$ cat config.mk
export PLATFORM = sky130hd
export DESIGN_NAME = stmm_ctrl
export DESIGN_NICKNAME = d
export VERILOG_FILES = /design/src/stmm_pkg.sv /design/src/stmm_ctrl.sv
export SDC_FILE = /design/constraint.sdc
export NUM_CORES = 1
export LEC_CHECK = 0
export ABC_AREA = 1
export BUFFER_PORTS_ARGS = -buffer_cell sky130_fd_sc_hd__buf_2
export CAP_MARGIN = 10
export CORE_ASPECT_RATIO = 0.5
export CORE_UTILIZATION = 40
export CTS_CLUSTER_SIZE = 40
export DETAILED_ROUTE_END_ITERATION = 7
export SYNTH_ARGS = -nofsm -noshare
export SYNTH_HDL_FRONTEND = slang
export SYNTH_SLANG_ARGS = --single-unit
$ cat constraint.sdc
create_clock -name clk -period 4.5 [get_ports clk]
set_clock_uncertainty 0.15 [all_clocks]
set_input_delay 0.45 -clock clk [delete_from_list [all_inputs] [get_ports clk]]
set_output_delay 0.45 -clock clk [all_outputs]
set_load 0.02 [all_outputs]
$ cat src/stmm_pkg.sv
// Shared types and constants for the sparse table range min/max engine.
`timescale 1ns / 1ps

package stmm_pkg;

	localparam int VALUE_BITS = 32;
	localparam int INDEX_BITS = 10;

	// Request kinds carried on the input tuser bit
	localparam logic REQ_LOAD = 1'b0;

	typedef enum logic [1:0] {
		OP_NONE,
		OP_LOAD,
		OP_QUERY,
		OP_BUILD
	} op_t;

	typedef struct packed {
		op_t  op;
		logic result_load;
	} dp_cmd_t;

	typedef struct packed {
		logic out_free;
	} dp_status_t;

endpackage

$ cat src/stmm_ctrl.sv
// Controller: request sequencing, load pointer, element count and build walk.
`timescale 1ns / 1ps

module stmm_ctrl import stmm_pkg::*; #(
	parameter int MAX_ELEMENTS = 1024
) (
	input  logic                              clk,
	input  logic                              arst_n,
	input  logic                              in_valid,
	output logic                              in_ready,
	input  logic                              req_type,
	input  logic                              load_last,
	output dp_cmd_t                           cmd,
	input  dp_status_t                        status,
	output logic [$clog2(MAX_ELEMENTS)-1:0]   wr_ptr,
	output logic [$clog2(MAX_ELEMENTS+1)-1:0] elem_count,
	output logic [$clog2($clog2(MAX_ELEMENTS)+1)-1:0] build_lvl,
	output logic [$clog2(MAX_ELEMENTS)-1:0]   build_idx
);

	localparam int IW     = $clog2(MAX_ELEMENTS);
	localparam int CW     = $clog2(MAX_ELEMENTS + 1);
	localparam int PW     = CW + 1;
	localparam int LEVELS = IW + 1;
	localparam int LAW    = $clog2(LEVELS);
	localparam int JW     = $clog2(LEVELS + 1);

	typedef enum logic [1:0] {
		ST_IDLE,
		ST_QRY_CMP,
		ST_BLD_RUN,
		ST_BLD_GAP
	} state_t;

	state_t        state_q;
	logic [CW-1:0] wp_q;
	logic [CW-1:0] cnt_q;
	logic [CW-1:0] idx_q;
	logic [JW-1:0] lvl_q;

	logic          accept;
	logic          has_room;
	logic [CW-1:0] wp_next;
	logic [PW-1:0] win_len;
	logic          lvl_fits;
	logic          win_fits;

	assign in_ready = (state_q == ST_IDLE);
	assign accept   = in_valid && in_ready;
	assign has_room = wp_q < CW'(MAX_ELEMENTS);
	assign wp_next  = has_room ? wp_q + CW'(1) : wp_q;
	assign win_len  = PW'(1) << lvl_q;
	assign lvl_fits = win_len <= PW'(cnt_q);
	assign win_fits = (PW'(idx_q) + win_len) <= PW'(cnt_q);

	assign wr_ptr     = wp_q[IW-1:0];
	assign elem_count = cnt_q;
	assign build_lvl  = lvl_q[LAW-1:0];
	assign build_idx  = idx_q[IW-1:0];

	always_comb begin
		cmd.op          = OP_NONE;
		cmd.result_load = 1'b0;
		case (state_q)
			ST_IDLE: begin
				if (accept) begin
					if (req_type == REQ_LOAD) begin
						if (has_room) cmd.op = OP_LOAD;
					end else begin
						cmd.op = OP_QUERY;
					end
				end
			end
			ST_QRY_CMP: begin
				cmd.result_load = status.out_free;
			end
			ST_BLD_RUN: begin
				if (win_fits) cmd.op = OP_BUILD;
			end
			ST_BLD_GAP: begin
			end
			default: begin
			end
		endcase
	end

	always_ff @(posedge clk or negedge arst_n) begin
		if (!arst_n) begin
			state_q <= ST_IDLE;
			wp_q    <= '0;
			cnt_q   <= '0;
			idx_q   <= '0;
			lvl_q   <= '0;
		end else begin
			case (state_q)
				ST_IDLE: begin
					if (accept) begin
						if (req_type == REQ_LOAD) begin
							if (load_last) begin
								cnt_q   <= wp_next;
								wp_q    <= '0;
								lvl_q   <= JW'(1);
								state_q <= ST_BLD_GAP;
							end else begin
								cnt_q <= '0;
								wp_q  <= wp_next;
							end
						end else begin
							state_q <= ST_QRY_CMP;
						end
					end
				end
				ST_QRY_CMP: begin
					if (status.out_free) state_q <= ST_IDLE;
				end
				ST_BLD_RUN: begin
					if (win_fits) begin
						idx_q <= idx_q + CW'(1);
					end else begin
						lvl_q   <= lvl_q + JW'(1);
						state_q <= ST_BLD_GAP;
					end
				end
				ST_BLD_GAP: begin
					// gap state between levels: the last write of the previous level lands before the next level reads
					idx_q   <= '0;
					state_q <= lvl_fits ? ST_BLD_RUN : ST_IDLE;
				end
				default: begin
					state_q <= ST_IDLE;
				end
			endcase
		end
	end

endmodule

==> results of run 1 <==
cells by family (layout without fill, tap and decap cells):
kind of cell / after synthesis / count (layout) / share of synthesized area (%)
XOR/XNOR: 23 / 23 / 6.15
AO/OA/AOI/OAI: 58 / 58 / 10.8
AND/OR/NAND/NOR: 184 / 184 / 24.7
adder cells (fa/ha/maj): 38 / 38 / 14.5
buffers and inverters: 100 / 129 / 14.1
flip-flops: 39 / 39 / 29.8
cell type report:
class	count	area [um^2]	area share [%]
inverters	72	270	7.39
repair buffers	49	260	7.11
clock buffers	6	139	3.80
well taps	108	135	3.69
multi-input cells	303	1860	50.8
clock inverters	2	16.3	0.445
flip-flops and latches	39	980	26.8
cells in the mapped netlist (all sizes together):
master | n | share of area [%]
dfrtp | 39 | 30
a31oi | 1 | 0.19
and3 | 1 | 0.19
ha | 38 | 15
inv | 71 | 8.1
o211ai | 1 | 0.23
nand4 | 13 | 2.5
nor2 | 24 | 3.0
a21oi | 12 | 1.8
nand2 | 99 | 12
a21o | 3 | 0.69
clkbuf | 4 | 0.46
o21bai | 3 | 0.69
o31ai | 1 | 0.23
o21ai | 12 | 1.8
a21boi | 1 | 0.23
and2 | 1 | 0.19
xnor2 | 2 | 0.53
nand3b | 1 | 0.23
xor2 | 21 | 5.6
o22ai | 18 | 3.4
a211oi | 3 | 0.69
nand3 | 31 | 4.7
o21a | 2 | 0.46
nor3 | 14 | 2.1
buf | 24 | 5.4
clkinv | 1 | 0.11
a41oi | 1 | 0.27
layer usage:
metal,global-route usage (%),wire length [um],up-vias
met2,28.5,3040,42
met1,29.4,4200,1286
li1,-,-,1498
met4,2.62,31,0
met5,0,0,-
met3,4.29,292,2
report_power, final:
group          total [uW]  switching [uW]  internal (uW)
clock                 366             145            221
combinational        1650            1060            585
sequential            614             139            475
total                2630            1350           1280
metrics by stage:
step / total power [uW] / utilization (%)
floorplan: 1830 / -
global placement: 2240 / 45.5
detailed placement: 2240 / 45.5
CTS: 2620 / 47.5
global route: 2900 / 48.0
finish: 2630 / 48.0
critical path, delay by kind of cell, from the launching register on:
kind	cells	cell delay (ns)
adders and majority gates	4	1.09
and+or+nand+nor	9	0.76
AOI/OAI and AO/OA	5	0.70
DFF	1	0.44
buffers and inverters	4	0.36
worst paths after layout:
path	start	endpoint	slack, ns	cells past startpoint
max	build_lvl[0]	cmd[1]	0.26	22
min in group clk	status	state_q[0]	0.30	4
min	arst_n	wp_q[6]	0.14	1
max reg2reg	build_lvl[0]	idx_q[8]	0.59	24
min reg2reg	build_lvl[0]	build_lvl[0]	0.40	2
max in group asynchronous	arst_n	build_lvl[2]	3.44	1
state kept, by name (all words and copies together) (netlist names):
name / count
wp_q: 11
state_q: 2
idx_q: 11
build_lvl: 4
elem_count: 11
what timing repair did:
action | CTS | global route
resized for setup | 0 | 10
setup buffers | 0 | 1
setup endpoints to repair | 0 | 2
==> metrics.txt, run 1 <==
Cell Area, Placed=between 3000 and 4000 um^2; Lkg Pwr=0.00208 uW; clock root buffer=clkbuf_16; fin cells=579; RSZ-0062 raised after global routing=no; clk_lat worst skew=roughly 0.28 ns; Reg clk slew, reported paths=0.06 ns; layout cells sized above 1=between 10% and 20%; die area=between 8000 and 9000 um^2; crit-path max FO=6; row cnt=22; Setup crit start kind=flop; Final Setup Violations=0; WL final=7.56 mm; Slew @ Worst Pin=0.885 ns; P&R area growth vs syn=11.6%; DR iter-0 viols=between 100 and 150; Maximum Capacitance Violations=0; nets=a little over 500; number of global-route vias before repair=2540; status=completed; Setup CP Type=flop to output port; register area share after synthesis=29.8%; Worst Hold Class=input port to asynchronous set/reset pin; number of port buffers=44; RePlAce Congestion=slightly below 0.9; syn nets=between 400 and 500; Sink Count=39; Critical Path, Cell by Cell=ha_1, ha_1, inv_1, nor2_2, ha_1, inv_1, o21ai_1, a21boi_0, o21ai_1, nand2_1, o21ai_2, nand2_1, inv_1, nor2_1, ha_1, nand3_1, nor3_1, nand2_1, nand2_1, nand2_2, o21ai_2, buf_4; pre-CTS WS=~0.42 ns; maximum clock path buffer count=2; Die Y=66 um; Setup TNS Final=0 ns; Core Area=between 7000 and 8000 um^2; final hold violations=0; Yosys warnings=0; first-pass GRT wire length=12.8 mm; peak supply drop=262 uV; Synth cell types=36; most frequent cells in the layout=nand2_1, inv_1, buf_2; P per Cell Area=roughly 720 nW/um^2; CP endpoint kind=output port; synthesized flop and latch total=39; ANT cells=0; Syn Inst Count=roughly 440; total vias in the final route=roughly 2800; Period Utilization, post-route=between 90% and 100%; First-pass DRT Iterations=4; Worst slew margin=between 40% and 50%; dpl cells=570; GRT Overall Usage=between 10% and 20%; Slowest cell on crit path=dfrtp_2; total gr overflow=0; PnR worst setup slack=roughly 0.26 ns; post-DP HPWL=6.02 mm; DRT antenna net count=0; residual DRC count=0; post-synthesis instance area=around 3300 um^2; CTS Hold Bufs=0; most common cell after layout, fill and taps aside=nand2_1; Critical Path RT=slightly below 4 ns; Worst EP arrival=~3.6 ns; I/O pins=45; Fin Hold WS=0.136 ns; fillers=790; CTS H-Tree Depth=2; Initial Util=between 40% and 50%; CTS tree=yes; max-slew violations=0; largest net degree at the start of global routing=40; initial antenna violation count=0; Avg Cell Area, Syn=approximately 7.4 um^2; finished layout cell area=about 3700 um^2; drt wl/cell=about 13 um; Vias/cell=4.88; min cycle time layout=between 4 and 5 ns; CP peak stage delay=roughly 0.44 ns; FMAX=around 240 MHz; CTS Buf Count=5; die width=~130 um
No activity file was read; power rests on OpenSTA's default activity.
==> run 2: changes to the inputs <==
--- a/config.mk
+++ b/config.mk
@@ -8,8 +8,8 @@
 export ABC_AREA = 1
 export BUFFER_PORTS_ARGS = -buffer_cell sky130_fd_sc_hd__buf_2
 export CAP_MARGIN = 10
-export CORE_ASPECT_RATIO = 0.5
 export CORE_UTILIZATION = 40
+export CTS_BUF_LIST = sky130_fd_sc_hd__clkbuf_16
 export CTS_CLUSTER_SIZE = 40
 export DETAILED_ROUTE_END_ITERATION = 7
 export SYNTH_ARGS = -nofsm -noshare
==> run 2 against run 1 <==
  * Sequential cell count is the same
  * Critical path depth down 3
  * Wire length down 0.75%
  * Total power down 1.2%
  * Count of clock-buffer cells in the layout down 1
  * Die area is 0.26% lower
  * Via count up 1.2%
==> metrics.txt, run 2 (synthesis gave the netlist of run 1 again) <==
CP peak stage delay=about 0.44 ns; Reg2Reg Setup Slack=approximately 0.53 ns; initial antenna violation count=0; max-slew violations=0; Maximum Capacitance Violations=0; P per Cell Area=between 700 and 800 nW/um^2; post-DP HPWL=5.96 mm; Critical Path RT=around 3.9 ns; finished layout cell area=roughly 3700 um^2; die width=between 90 and 100 um; buffer and inverter count on the worst path=3; final hold violations=0; CTS Buf Count=5; DR iter-0 viols=between 100 and 150; largest net degree at the start of global routing=40; clock root buffer=clkbuf_16; Lkg Pwr=around 0.0021 uW; Vias/cell=about 5; number of global-route vias before repair=about 2600; Worst Hold Class=input port to asynchronous set/reset pin; Setup crit start kind=flop; most common cell after layout, fill and taps aside=nand2_1; drt wl/cell=~13 um; min cycle time layout=about 4.3 ns; Die Y=~90 um; Setup TNS Final=0 ns; First-pass DRT Iterations=5; Slew @ Worst Pin=0.900 ns; nets=just over 500; total vias in the final route=2863; Crit. Startpoint=build_lvl[1]; Final Setup Violations=0; FMAX=232 MHz; Critical Path, Cell by Cell=inv_1, ha_1, inv_1, nor3_1, ha_1, nand2_1, nor2_1, a211oi_1, o21ai_2, nor2_1, nor2_1, ha_1, nand3_1, nor3_2, nand2_1, nand2_4, nand2_2, o21ai_1, buf_4; register area=980 um^2; CTS tree=yes; Initial Util=between 40% and 50%; fillers=797; CTS H-Tree Depth=2; R2R Path End=idx_q[8]; clk_lat worst skew=0.28 ns; number of port buffers=44; Top Family by Delay on Critical Path=simple AND/OR/NAND/NOR gates; Core Area=between 7000 and 8000 um^2; Worst R2R Path Depth=21; Worst Setup EP=cmd[1]; Worst EP arrival=about 3.7 ns; DRT antenna net count=0; Worst slew margin=40.0%; Reg clk slew, reported paths=roughly 0.060 ns; ANT cells=0; Worst path depth=19; crit-path max FO=6; row cnt=32; status=completed; Slowest cell on crit path=dfrtp_2; residual DRC count=0; I/O pins=45; most frequent cells in the layout=nand2_1, inv_1, buf_2; GRT Overall Usage=between 10% and 20%; first-pass GRT wire length=about 13 mm; CP endpoint kind=output port; RePlAce Congestion=~0.92; Setup CP Type=flop to output port; RSZ-0062 raised after global routing=no; Sink Count=39; peak supply drop=435 uV; Cell Area, Placed=3450 um^2; WL final=between 7 and 8 mm; die area=8560 um^2; area occupied by multi-input gates=about 1900 um^2; P&R area growth vs syn=11.5%; worst reg2reg path startpoint=build_lvl[1]; maximum clock path buffer count=2; overall power=about 2600 uW; total gr overflow=0; layout cells sized above 1=between 10% and 20%; Period Utilization, post-route=a little over nine tenths
-- run 2: layout make-up --
type | instances | area share [%]
clock inverters | 3 | 0.548
repair buffers | 49 | 7.12
well taps | 102 | 3.49
flip-flops and latches | 39 | 26.8
inverters | 72 | 7.46
multi-input cells | 303 | 51.1
clock buffers | 5 | 3.42
-- run 2: per-stage QoR --
| step | instances | worst slack [ns] | hold WS (ns) | util [%] |
|---|---|---|---|---|
| finish | 573 | 0.181 | 0.142 | 46.8 |
| global placement | 563 | 0.281 | 0.402 | 44.2 |
| global route | 573 | 0.00540 | 0.235 | 46.8 |
| floorplan | 442 | 0.578 | 0.00441 | - |
| CTS | 571 | 0.0252 | 0.185 | 46.2 |
| detailed placement | 563 | 0.279 | 0.413 | 44.2 |
-- run 2: what timing repair did --
action / 4_1_cts / 5_1_grt
gates resized for setup: 2 / 11
endpoints found under the hold margin: 0 / 0
pin swaps: 0 / 2
cloned: 0 / 0
hold buffers: 0 / 0
buffers inserted: 0 / 2
setup endpoints to repair: 2 / 2
-- run 2: worst reg2reg max path: cells and delay by family, from the launching register on --
family | cells | cell delay [ns]
flip-flops | 1 | 0.44
buffers and inverters | 4 | 0.54
AO/OA/AOI/OAI | 2 | 0.30
AND/OR/NAND/NOR | 12 | 1.53
adder cells (fa/ha/maj) | 3 | 0.90
-- run 2: per-layer routing --
layer | GRT usage [%] | routed length, um | vias up
met5 | 0 | 0 | -
met4 | 4.69 | 71 | 0
met3 | 2.38 | 215 | 4
met2 | 29.2 | 3310 | 46
met1 | 27.2 | 3900 | 1317
li1 | - | - | 1496
-- run 2: worst min-delay path by stage --
stage | slack (ns) | endpoint
floorplan | 0.004 | build_lvl[0]
global placement | 0.40 | build_lvl[0]
detailed placement | 0.41 | build_lvl[1]
CTS | 0.18 | wp_q[1]
global route | 0.24 | elem_count[0]
finish | 0.14 | wp_q[1]
-- run 2: power by group --
part | leakage [uW] | internal [uW] | total (uW) | switching [uW]
clock network | 0.0000674 | 204 | 350 | 145
registers | 0.000519 | 475 | 611 | 135
logic | 0.00149 | 571 | 1640 | 1070
total | 0.00208 | 1250 | 2600 | 1350
==> run 3: changes to the inputs <==
--- a/config.mk
+++ b/config.mk
@@ -8,10 +8,12 @@
 export ABC_AREA = 1
 export BUFFER_PORTS_ARGS = -buffer_cell sky130_fd_sc_hd__buf_2
 export CAP_MARGIN = 10
-export CORE_UTILIZATION = 40
+export CORE_UTILIZATION = 55
 export CTS_BUF_LIST = sky130_fd_sc_hd__clkbuf_16
 export CTS_CLUSTER_SIZE = 40
 export DETAILED_ROUTE_END_ITERATION = 7
+export PLACE_DENSITY = 0.77
+export REMOVE_ABC_BUFFERS = 1
 export SYNTH_ARGS = -nofsm -noshare
 export SYNTH_HDL_FRONTEND = slang
 export SYNTH_SLANG_ARGS = --single-unit
==> run 3 against run 2 <==
  * Count of clock-buffer cells in the layout unchanged
  * Total power increased by 5.0%
  * Setup slack improved by 0.0071 ns
  * Sequential power increased by 2%
  * Sequential cell count unchanged
  * Critical endpoint is now cmd[2]
  * Critical path depth increased by 3
  * Largest cell class unchanged
  * Clock power increased by 31%
  * Final area increased by 1.6%
  * Non-clock buffer count decreased by 3
  * Worst hold slack got worse by 0.0091 ns
  * First-iteration DRC count increased by 69%
  * Register-to-register slack got worse by 0.10 ns
==> metrics.txt, run 3 (synthesis gave the netlist of run 1 again) <==
status=completed; CTS tree=yes; Worst R2R Path Depth=25; crit-path max FO=6; total gr overflow=0; Worst EP arrival=about 3.7 ns; number of global-route vias before repair=~2800; Sink Count=39; sw power=around 1400 uW; min cycle time layout=between 4 and 5 ns; die area=between 6000 and 7000 um^2; combinational power share=approximately three fifths; Initial Util=58.4%; GRT Overall Usage=27.7%; DRT antenna net count=0; Slew @ Worst Pin=around 0.9 ns; residual DRC count=0; Setup CP Type=flop to output port; clk_lat worst skew=just under 0.3 ns; number of port buffers=44; final hold violations=0; Final Setup Violations=0; fillers=approximately 480; Vias/cell=approximately 5.6; dpl cells=532; first-pass GRT wire length=roughly 13 mm; CTS H-Tree Depth=2; Sw Share=slightly above 50%; most frequent cells in the layout=nand2_1, inv_1, buf_2; ANT cells=0; die width=79.2 um; P&R area growth vs syn=13.3%; largest net degree at the start of global routing=40; Die Y=79.2 um; Setup TNS Final=0 ns; Critical Path RT=about 4 ns; Worst Hold Class=input port to asynchronous set/reset pin; drt wl/cell=between 10 and 15 um; post-DP HPWL=a little over 6 mm; Reg clk slew, reported paths=approximately 0.060 ns; total vias in the final route=3039; worst reg2reg path startpoint=build_lvl[2]; finished layout cell area=3710 um^2; Reg2Reg Setup Slack=0.43 ns; row cnt=27; Setup crit start kind=flop; Core Area=5610 um^2; Maximum Capacitance Violations=0; Lkg Pwr=0.00208 uW; layout cells sized above 1=between 15 and 20%; P per Cell Area=735 nW/um^2; fin cells=540; max-slew violations=0; P_int=about 1400 uW; CTS Buf Count=5; R2R Path End=idx_q[9]; clock share of power=16.8%; CP endpoint kind=output port; DR iter-0 viols=around 180; RePlAce Congestion=about 0.91; share of power burned in registers=between 20% and 30%; WL final=a little over 8 mm; Cell Area, Placed=3410 um^2; peak supply drop=about 390 uV; Period Utilization, post-route=between 90% and 100%; maximum clock path buffer count=2; First-pass DRT Iterations=5; FMAX=~230 MHz; initial antenna violation count=0; I/O pins=45; nets=a little over 500; postcts setup bufs=0; clock root buffer=clkbuf_16; Worst slew margin=~41%; most common cell after layout, fill and taps aside=nand2_1
-- run 3: changes by cell type in the layout (fill, tap and decap cells not counted), moves of 2 or more --
cell / delta
nor3_1: -2
o21ai_2: +2
nor3_4: +3
ha_1: -3
nor2_2: +2
o21ai_1: -2
buf_4: -3
bufinv_16: +2
ha_4: +3
nor2_1: -2
-- run 3: cell type report --
| type | instances | area (um^2) | share of cell area [%] |
|---|---|---|---|
| Inverter | 72 | 273 | 7.35 |
| Sequential cell | 39 | 981 | 26.4 |
| Clock inverter | 3 | 63.8 | 1.72 |
| Clock buffer | 5 | 125 | 3.37 |
| Tap cell | 72 | 90.1 | 2.43 |
| Multi-Input combinational cell | 303 | 1940 | 52.3 |
| Timing Repair Buffer | 46 | 238 | 6.40 |
-- run 3: worst max path at each step --
| stage | startpoint | endpoint | cells past startpoint |
|---|---|---|---|
| 4_1_cts | build_lvl[1] | cmd[1] | 20 |
| 2_1_floorplan | build_lvl[0] | cmd[1] | 21 |
| 5_1_grt | build_lvl[2] | cmd[2] | 23 |
| 3_5_place_dp | build_lvl[2] | cmd[1] | 22 |
| 3_3_place_gp | build_lvl[2] | cmd[1] | 22 |
| 6_report | build_lvl[0] | cmd[2] | 22 |
-- run 3: critical path, cell delays in order (launching register included) --
cell      delay (ns)
dfrtp_2         0.44
ha_1            0.24
ha_1            0.20
inv_1           0.06
nor2_1          0.08
ha_4            0.33
inv_1           0.08
o21ai_2         0.18
a21boi_0        0.10
o21ai_1         0.14
nand2_1         0.12
o21ai_2         0.16
nand2_1         0.06
inv_1           0.05
nor2_1          0.04
ha_1            0.31
nand3_1         0.10
nor3_1          0.14
nand2_1         0.08
nand2_2         0.14
nand2_2         0.10
nand2_1         0.11
buf_2           0.17
-- run 3: repair_timing --
action,CTS,global route
pin swaps,0,1
hold buffers,0,0
setup endpoints to repair,2,8
resized for setup,2,25
-- run 3: routing by layer --
metal  GRT usage (%)  share of wire [%]  vias up
met5               0                  0        -
met4            11.5                2.1        0
met3            5.06                6.0       17
met2            41.6                 45      110
met1            39.1                 46     1429
li1                -                  -     1483
-- run 3: per-stage QoR --
| stage | util, % | hold WS (ns) | setup slack (ns) | total power [uW] |
|---|---|---|---|---|
| 2_1_floorplan | - | 0.00441 | 0.513 | 1710 |
| 3_3_place_gp | 60.8 | 0.400 | 0.159 | 2120 |
| 3_5_place_dp | 60.8 | 0.406 | 0.189 | 2170 |
| 4_1_cts | 64.4 | 0.184 | 0.00532 | 2650 |
| 5_1_grt | 66.2 | 0.211 | -0.0338 | 2960 |
| 6_report | 66.2 | 0.133 | 0.188 | 2730 |
-- run 3: power groups by stage --
stage          Combinational [uW]  Clock (uW)  Sequential (uW)
2_1_floorplan                 985           0              727
3_5_place_dp                 1560           0              613
3_3_place_gp                 1520           0              609
5_1_grt                      1840         480              640
4_1_cts                      1580         460              609
6_report                     1650         458              624
